### config.mk
export PLATFORM = sky130hd
export DESIGN_NAME = gcr_divider
export DESIGN_NICKNAME = d
export VERILOG_FILES = /design/src/design/ghost_column_renumber_defines.svh /design/src/design/gcr_pkg.sv /design/src/design/gcr_divider.sv
export SDC_FILE = /design/constraint.sdc
export NUM_CORES = 1
export LEC_CHECK = 0
export ABC_AREA = 1
export BUFFER_PORTS_ARGS = -buffer_cell sky130_fd_sc_hd__buf_4
export CAP_MARGIN = 20
export CORE_UTILIZATION = 58
export DETAILED_ROUTE_END_ITERATION = 10
export HOLD_SLACK_MARGIN = 0.06
export MAX_ROUTING_LAYER = met4
export PLACE_DENSITY_LB_ADDON = 0.05
export SETUP_SLACK_MARGIN = 0.1
export SLEW_MARGIN = 10
export SYNTH_ARGS = -nofsm -noshare
export SYNTH_HDL_FRONTEND = slang
export SYNTH_SLANG_ARGS = --single-unit
### constraint.sdc
create_clock -name clk -period 5.08 [get_ports clk]
set_input_delay 0 -clock clk [delete_from_list [all_inputs] [get_ports clk]]
set_output_delay 0 -clock clk [all_outputs]
set_load 0.05 [all_outputs]
### src/design/ghost_column_renumber_defines.svh
// ----------------------------------------------------------------------------
// ghost_column_renumber_defines: assertion macros
// Concurrent assertion wrappers, empty when SYNTHESIS is defined.
// ----------------------------------------------------------------------------
`ifndef GHOST_COLUMN_RENUMBER_DEFINES_SVH
`define GHOST_COLUMN_RENUMBER_DEFINES_SVH
`ifndef SYNTHESIS
`define GCR_ASSERT(lbl, clk, rst_n, prop, msg) \
	lbl: assert property (@(posedge clk) disable iff (!rst_n) prop) else $error(msg);
`define GCR_ASSERT_NEXT(lbl, clk, rst_n, pre, post, msg) \
	lbl: assert property (@(posedge clk) disable iff (!rst_n) pre |=> post) else $error(msg);
`else
`define GCR_ASSERT(lbl, clk, rst_n, prop, msg)
`define GCR_ASSERT_NEXT(lbl, clk, rst_n, pre, post, msg)
`endif
`endif

### src/design/gcr_pkg.sv
// ----------------------------------------------------------------------------
// gcr_pkg
// Shared widths, request/error/register codes and table port struct.
// ----------------------------------------------------------------------------
`default_nettype none
package gcr_pkg;
	localparam int COL_W  = 16;
	localparam int CNT_W  = 17;
	localparam int RANK_W = 9;

	localparam logic [2:0] REQ_CLEAR = 3'd0;
	localparam logic [2:0] REQ_MARK  = 3'd1;
	localparam logic [2:0] REQ_BUILD = 3'd2;
	localparam logic [2:0] REQ_TRANS = 3'd3;
	localparam logic [2:0] REQ_READ  = 3'd4;

	localparam logic [1:0] ERR_OK        = 2'd0;
	localparam logic [1:0] ERR_NOT_FOUND = 2'd1;
	localparam logic [1:0] ERR_RANGE     = 2'd2;

	localparam logic [1:0] REG_NUM_RANKS  = 2'd0;
	localparam logic [1:0] REG_MY_RANK    = 2'd1;
	localparam logic [1:0] REG_LOCAL_COLS = 2'd2;

	typedef struct packed {
		logic             mk_we;
		logic [COL_W-1:0] mk_wa;
		logic             mk_wd;
		logic             mk_re;
		logic [COL_W-1:0] mk_ra;
		logic             sl_we;
		logic [COL_W-1:0] sl_wa;
		logic [COL_W-1:0] sl_wd;
		logic             sl_re;
		logic [COL_W-1:0] sl_ra;
		logic             gl_we;
		logic [COL_W-1:0] gl_wa;
		logic [COL_W-1:0] gl_wd;
		logic             gl_re;
		logic [COL_W-1:0] gl_ra;
	} tbl_ctl_t;
endpackage
`default_nettype wire

### src/design/gcr_divider.sv
// ----------------------------------------------------------------------------
// gcr_divider
// Restoring divider, one quotient bit per cycle: column by rank count.
// ----------------------------------------------------------------------------
`default_nettype none
module gcr_divider import gcr_pkg::*; (
	input  wire logic              clk,
	input  wire logic              arst_n,
	input  wire logic              start,
	input  wire logic [COL_W-1:0]  dividend,
	input  wire logic [RANK_W-1:0] divisor,
	output logic                   busy,
	output logic                   done,
	output logic [COL_W-1:0]       quo,
	output logic [RANK_W-1:0]      rem
);
	logic [4:0]        bit_q;
	logic [COL_W-1:0]  num_q;
	logic [RANK_W:0]   rem_q;
	logic [RANK_W-1:0] den_q;
	logic [RANK_W:0]   trial;
	logic [RANK_W:0]   diff;

	assign trial = {rem_q[RANK_W-1:0], num_q[COL_W-1]};
	assign diff  = trial - {1'b0, den_q};

	always_ff @(posedge clk or negedge arst_n) begin
		if (!arst_n) begin
			busy  <= 1'b0;
			done  <= 1'b0;
			bit_q <= '0;
		end else begin
			done <= 1'b0;
			if (start) begin
				busy  <= 1'b1;
				bit_q <= 5'(COL_W);
			end else if (busy) begin
				bit_q <= bit_q - 5'd1;
				if (bit_q == 5'd1) begin
					busy <= 1'b0;
					done <= 1'b1;
				end
			end
		end
	end

	always_ff @(posedge clk) begin
		if (start) begin
			num_q <= dividend;
			den_q <= divisor;
			rem_q <= '0;
		end else if (busy) begin
			// shift the quotient bit in where the dividend bit leaves
			if (!diff[RANK_W]) begin
				rem_q <= diff;
				num_q <= {num_q[COL_W-2:0], 1'b1};
			end else begin
				rem_q <= trial;
				num_q <= {num_q[COL_W-2:0], 1'b0};
			end
		end
	end

	assign quo = num_q;
	assign rem = rem_q[RANK_W-1:0];
endmodule
`default_nettype wire

; Yosys cells after proc, flatten, opt, wreduce, memory -nomap -nowiden
; Cells that the tools add are included.
[classes]
add_sub_neg = 2
eq_ne = 1
n_mux = 12
reduce_logical = 1
[ops]
columns = op, n
row1 = $mux 16, 2
row2 = $mux 5, 2
row3 = $sub 10x9->10, 1
row4 = $mux 9, 1
row5 = $mux 1, 7
row6 = $eq 5x1->1 const B, 1
row7 = $sub 5x1->5 const B, 1
row8 = $reduce_bool 2->1, 1
[totals]
reg_bits = 41
inputBits = 28
output_inout_bits = 27
word_cells = 22

; Logic depth before layout (Yosys ltp)
[logic_depth]
word_depth = 4
depth_mapped = 14
mapped_depth_nobuf = 14

; Worst setup path before layout
; No wires, ideal clock.
[synth_path]
kind = reg2reg
from = register num_q[15], in the netlist quo[15]
to = register rem_q[8]
t_arrival_ps = 1956
setup_slack_ps = 3010
stages_incl_launch_ff = 14
path_cell_list = edfxtp_1 -> inv_1 -> ha_1 -> fa_1 -> inv_1 -> nand3_1 -> nand2_1 -> nand2_1 -> nand3_1 -> nand2_1 -> inv_1 -> nand2_1 -> nand3_1 -> nand2_1
[synth_between]
elab_chain_len = 2
[synth_lines]
columns = item, line
row1 = from (decl), gcr_divider.sv:18  ; logic [COL_W-1:0] num_q;
row2 = from (signal assigned), gcr_divider.sv:49  ; num_q <= dividend;
row3 = from (signal assigned), gcr_divider.sv:56  ; num_q <= {num_q[COL_W-2:0], 1'b1};
row4 = from (signal assigned), gcr_divider.sv:59  ; num_q <= {num_q[COL_W-2:0], 1'b0};
row5 = $sub 10x9->10, gcr_divider.sv:25  ; assign diff = trial - {1'b0, den_q};
row6 = $mux 9, gcr_divider.sv:54  ; if (!diff[RANK_W]) begin
row7 = to (signal assigned), gcr_divider.sv:55  ; rem_q <= diff;
row8 = to (signal assigned), gcr_divider.sv:58  ; rem_q <= trial;
row9 = to (decl), gcr_divider.sv:19  ; logic [RANK_W:0] rem_q;
; No other way between the ends.
; A chain may end at the register's enable or synchronous reset.

; Worst setup path in the final report
[layout_path]
from = register rem_q[6]
to = register rem_q[4]
[layout_between]
elab_chain_len = 2
[layout_lines]
columns = item, line
row1 = $sub 10x9->10, gcr_divider.sv:25
row2 = $mux 9, gcr_divider.sv:54
; No other way between the ends.

==> impl_metrics.py <==
metrics = {
    "floorplanning": {
        "fp.dieW_um": 65.8,
        "fp.dieArea_um2": 4330,
        "core_area_um2": 3770,
        "start_util_pct": 62.5,
        "boundaryPins": 55,
        "chipHeight_um": 65.8,
        "row_count": 22,
    },
    "clock_network": {
        "root_buffer": "clkbuf_8",
        "clock_path_buffers": 2,
        "path_clk_slew_ns": 0.08,
        "postCtsResizedCells": 0,
        "cts_htree_levels": 2,
        "cts_tree": "built",
        "cts_sinks": 41,
        "postCtsSetupRepairBufs": 0,
        "worstSkewPairLatency_ns": 0.30,
        "cts_buffers": 5,
    },
    "placement": {
        "dp.final_hpwl_um": 3500,
        "port_buffers": 54,
        "placed_area_um2": 2760,
        "gp_congestion": 0.805,
    },
    "synth": {
        "ys.flop_type": "edfxtp_1",
        "synthTopCellsByCount": "109 x nand2_1, 46 x inv_1, 25 x edfxtp_1",
        "ys_types": 30,
        "synth_edf_count": 25,
        "synthCells": 282,
        "yosys-top-cells-area": "edfxtp_1 32%, nand2_1 17%, dfxtp_1 7.6%",
        "synth_top_area_share_pct": 31.8,
        "synth_nets": 322,
        "ys_async_sr_fraction_pct": 17.1,
        "yosysSeqAreaShare_pct": 46.9,
        "yosysTopAreaCell": "edfxtp_1",
        "synth_most_common_cell": "nand2_1",
        "synth_seq_cells": 41,
        "syn_area_um2": 2360,
        "yosysWarnings": 0,
        "synth_area_per_cell_um2": 8.36,
    },
    "sta": {
        "timing.final.crit_share_pct": 44.2,
        "finalCriticalPeriod_ns": 2.25,
        "max_freq_mhz": 445,
        "drv_slew": 0,
        "slew_headroom_pct": 47.7,
        "rsz0062_at_grt": "no",
        "finalSetupViolCount": 0,
        "finalHoldViolCount": 0,
        "tightest_slew_ns": 0.782,
        "final.setup.tns_ns": 0,
        "worst_clock_skew_ns": 0.00652,
    },
    "power_and_ir_drop": {
        "seqPwrFrac_pct": 33.1,
        "clkPwrFrac_pct": 19.4,
        "p_comb_share_pct": 47.5,
        "power.switching_uw": 601,
        "netSwitchingFraction_pct": 42.5,
        "powerDensity_nw_per_um2": 451,
        "p_leak_uw": 0.00168,
        "p_int_uw": 813,
        "peakVddDrop_mv": 0.312,
    },
    "drt": {
        "drc": 0,
        "wire_per_inst_um": 13.3,
        "ant_nets": 0,
        "drt-total-wl_um": 5470,
        "vias": 2073,
        "drt_first_pass_iters": 5,
        "first_iter_violations": 83,
        "vias_per_cell": 5.06,
    },
    "global_route": {
        "grt_pass1_vias": 1994,
        "grt_pass1_wl_um": 8890,
        "grt_max_degree": 29,
        "antenna_found_initial": 0,
        "grt_util_all_layers_pct": 28.8,
        "overflow": 0,
    },
    "critical_path": {
        "crit_fanout": 11,
        "cp.arrival_ns": 2.45,
        "path_cells": "ha_1, nand2_2, inv_1, a21oi_4, nand4_2, nand2_2, nand2_1, nand3_1, nand2_1",
        "critPathLaunchType": "flip-flop",
        "worstSetupPathType": "reg -> reg",
        "crit_slowest_cell": "nand4_2",
        "crit_required_ns": 5.28,
        "max_stage_delay_ns": 0.42,
        "worst_setup_path_end_kind": "flip-flop",
        "crit_family": "simple AND/OR/NAND/NOR gates",
        "worst-path-buf-inv": 1,
    },
    "run_status": {
        "status": "finished, final reports clean",
    },
    "job": {
        "maxCapViolations": 0,
    },
    "finish": {
        "fin_area_um2": 3140,
        "final_nets": 401,
        "n_antenna_cell": 0,
        "seqCellArea_um2": 1110,
        "n_fill_cell": 232,
        "area_growth_syn_to_layout_pct": 32.9,
        "multi_input_area_um2": 1010,
        "layout-drive-gt1-share_pct": 23.2,
    },
    "hold_path": {
        "hold_path_class": "in -> reg",
    },
}
worst reg2reg max path: cells and delay by family, from the launching register on:
kind / cells / cell delay [ns]
and+or+nand+nor: 6 / 1.15
adders and majority gates: 1 / 0.38
DFF: 1 / 0.36
AOI/OAI and AO/OA: 1 / 0.18
buffers and inverters: 1 / 0.07
layout by cell type (no fill, tap or decap):
cell / instances
a21oi_1: 6
a21oi_4: 1
a31oi_1: 1
buf_4: 54
bufinv_16: 1
clkbuf_1: 1
clkbuf_8: 6
dfrtp_1: 7
dfxtp_1: 9
dlygate4sd3_1: 26
edfxtp_1: 25
fa_1: 1
ha_1: 11
inv_1: 46
inv_2: 1
nand2_1: 109
nand2_2: 5
nand3_1: 15
nand3_2: 11
nand3b_4: 1
nand4_1: 2
nand4_2: 1
nor2_1: 9
nor2_4: 2
nor4_1: 1
o21ai_0: 4
o22ai_1: 1
or2_2: 1
xnor2_1: 2
xor2_1: 2
metal layers:
layer  GRT usage [%]  part of all wire, %  vias up
met5               -                    0        -
li1                -                    -     1036
met4            10.3                  2.0        0
met1            33.0                   41      953
met3            6.90                  5.1       13
met2            48.9                   52       71
area by class of cell:
class                           count  area share (%)
Inverter                           47            5.63
Clock buffer                        7            2.75
Clock inverter                      1           0.958
Multi-Input combinational cell    186            32.2
Timing Repair Buffer               80            21.2
Tap cell                           48            1.92
Sequential cell                    41            35.3
repair_timing:
item / 4_1_cts / 5_1_grt
hold buffers: 26 / 0
endpoints found under the hold margin: 31 / 0
setup endpoints to repair: 0 / 0
power by group through the flow:
| stage | Sequential [uW] | Combinational, uW | Clock [uW] |
|---|---|---|---|
| 6_report | 468 | 672 | 274 |
| 4_1_cts | 465 | 664 | 278 |
| 3_3_place_gp | 470 | 635 | 0 |
| 2_1_floorplan | 610 | 359 | 0 |
| 5_1_grt | 475 | 734 | 291 |
| 3_5_place_dp | 470 | 643 | 0 |
sequential cells by signal (all words and copies together), names as in the netlist:
signal and flops:
bit_q 5, busy 1, den_q 9, done 1, quo 16, rem_q 9
path summary, 6_finish.rpt:
check,start,end,slack (ns),cells after the start
min,dividend[0],quo[0],0.07,3
min reg2reg,bit_q[4],bit_q[4],0.50,1
max in group asynchronous,arst_n,bit_q[4],4.15,3
min in group asynchronous,arst_n,bit_q[0],0.67,3
max reg2reg,rem_q[6],rem_q[4],2.83,9
max,rem_q[6],rem_q[4],2.83,9
metrics by stage:
step	util [%]	hold slack, ns	setup slack [ns]	std cells	power (uW)
after floorplan	-	-0.296	3.01	282	969
after global placement	73.2	-0.185	2.95	376	1100
after detailed placement	73.2	-0.186	2.91	376	1110
after CTS	83.1	0.0684	2.91	410	1410
after global routing	83.1	0.105	2.67	410	1500
final	83.1	0.0687	2.83	410	1410
logic make-up (layout without fill, tap and decap cells):
kind of cell / after synthesis / count (layout) / synth area share [%]
simple gates: 157 / 157 / 31.4
buf+inv: 55 / 135 / 10.2
flops: 41 / 41 / 46.9
compound gates: 13 / 13 / 3.34
fa+ha+maj: 12 / 12 / 6.68
xor+xnor: 4 / 4 / 1.49
Power figures use the tool's default switching activity.
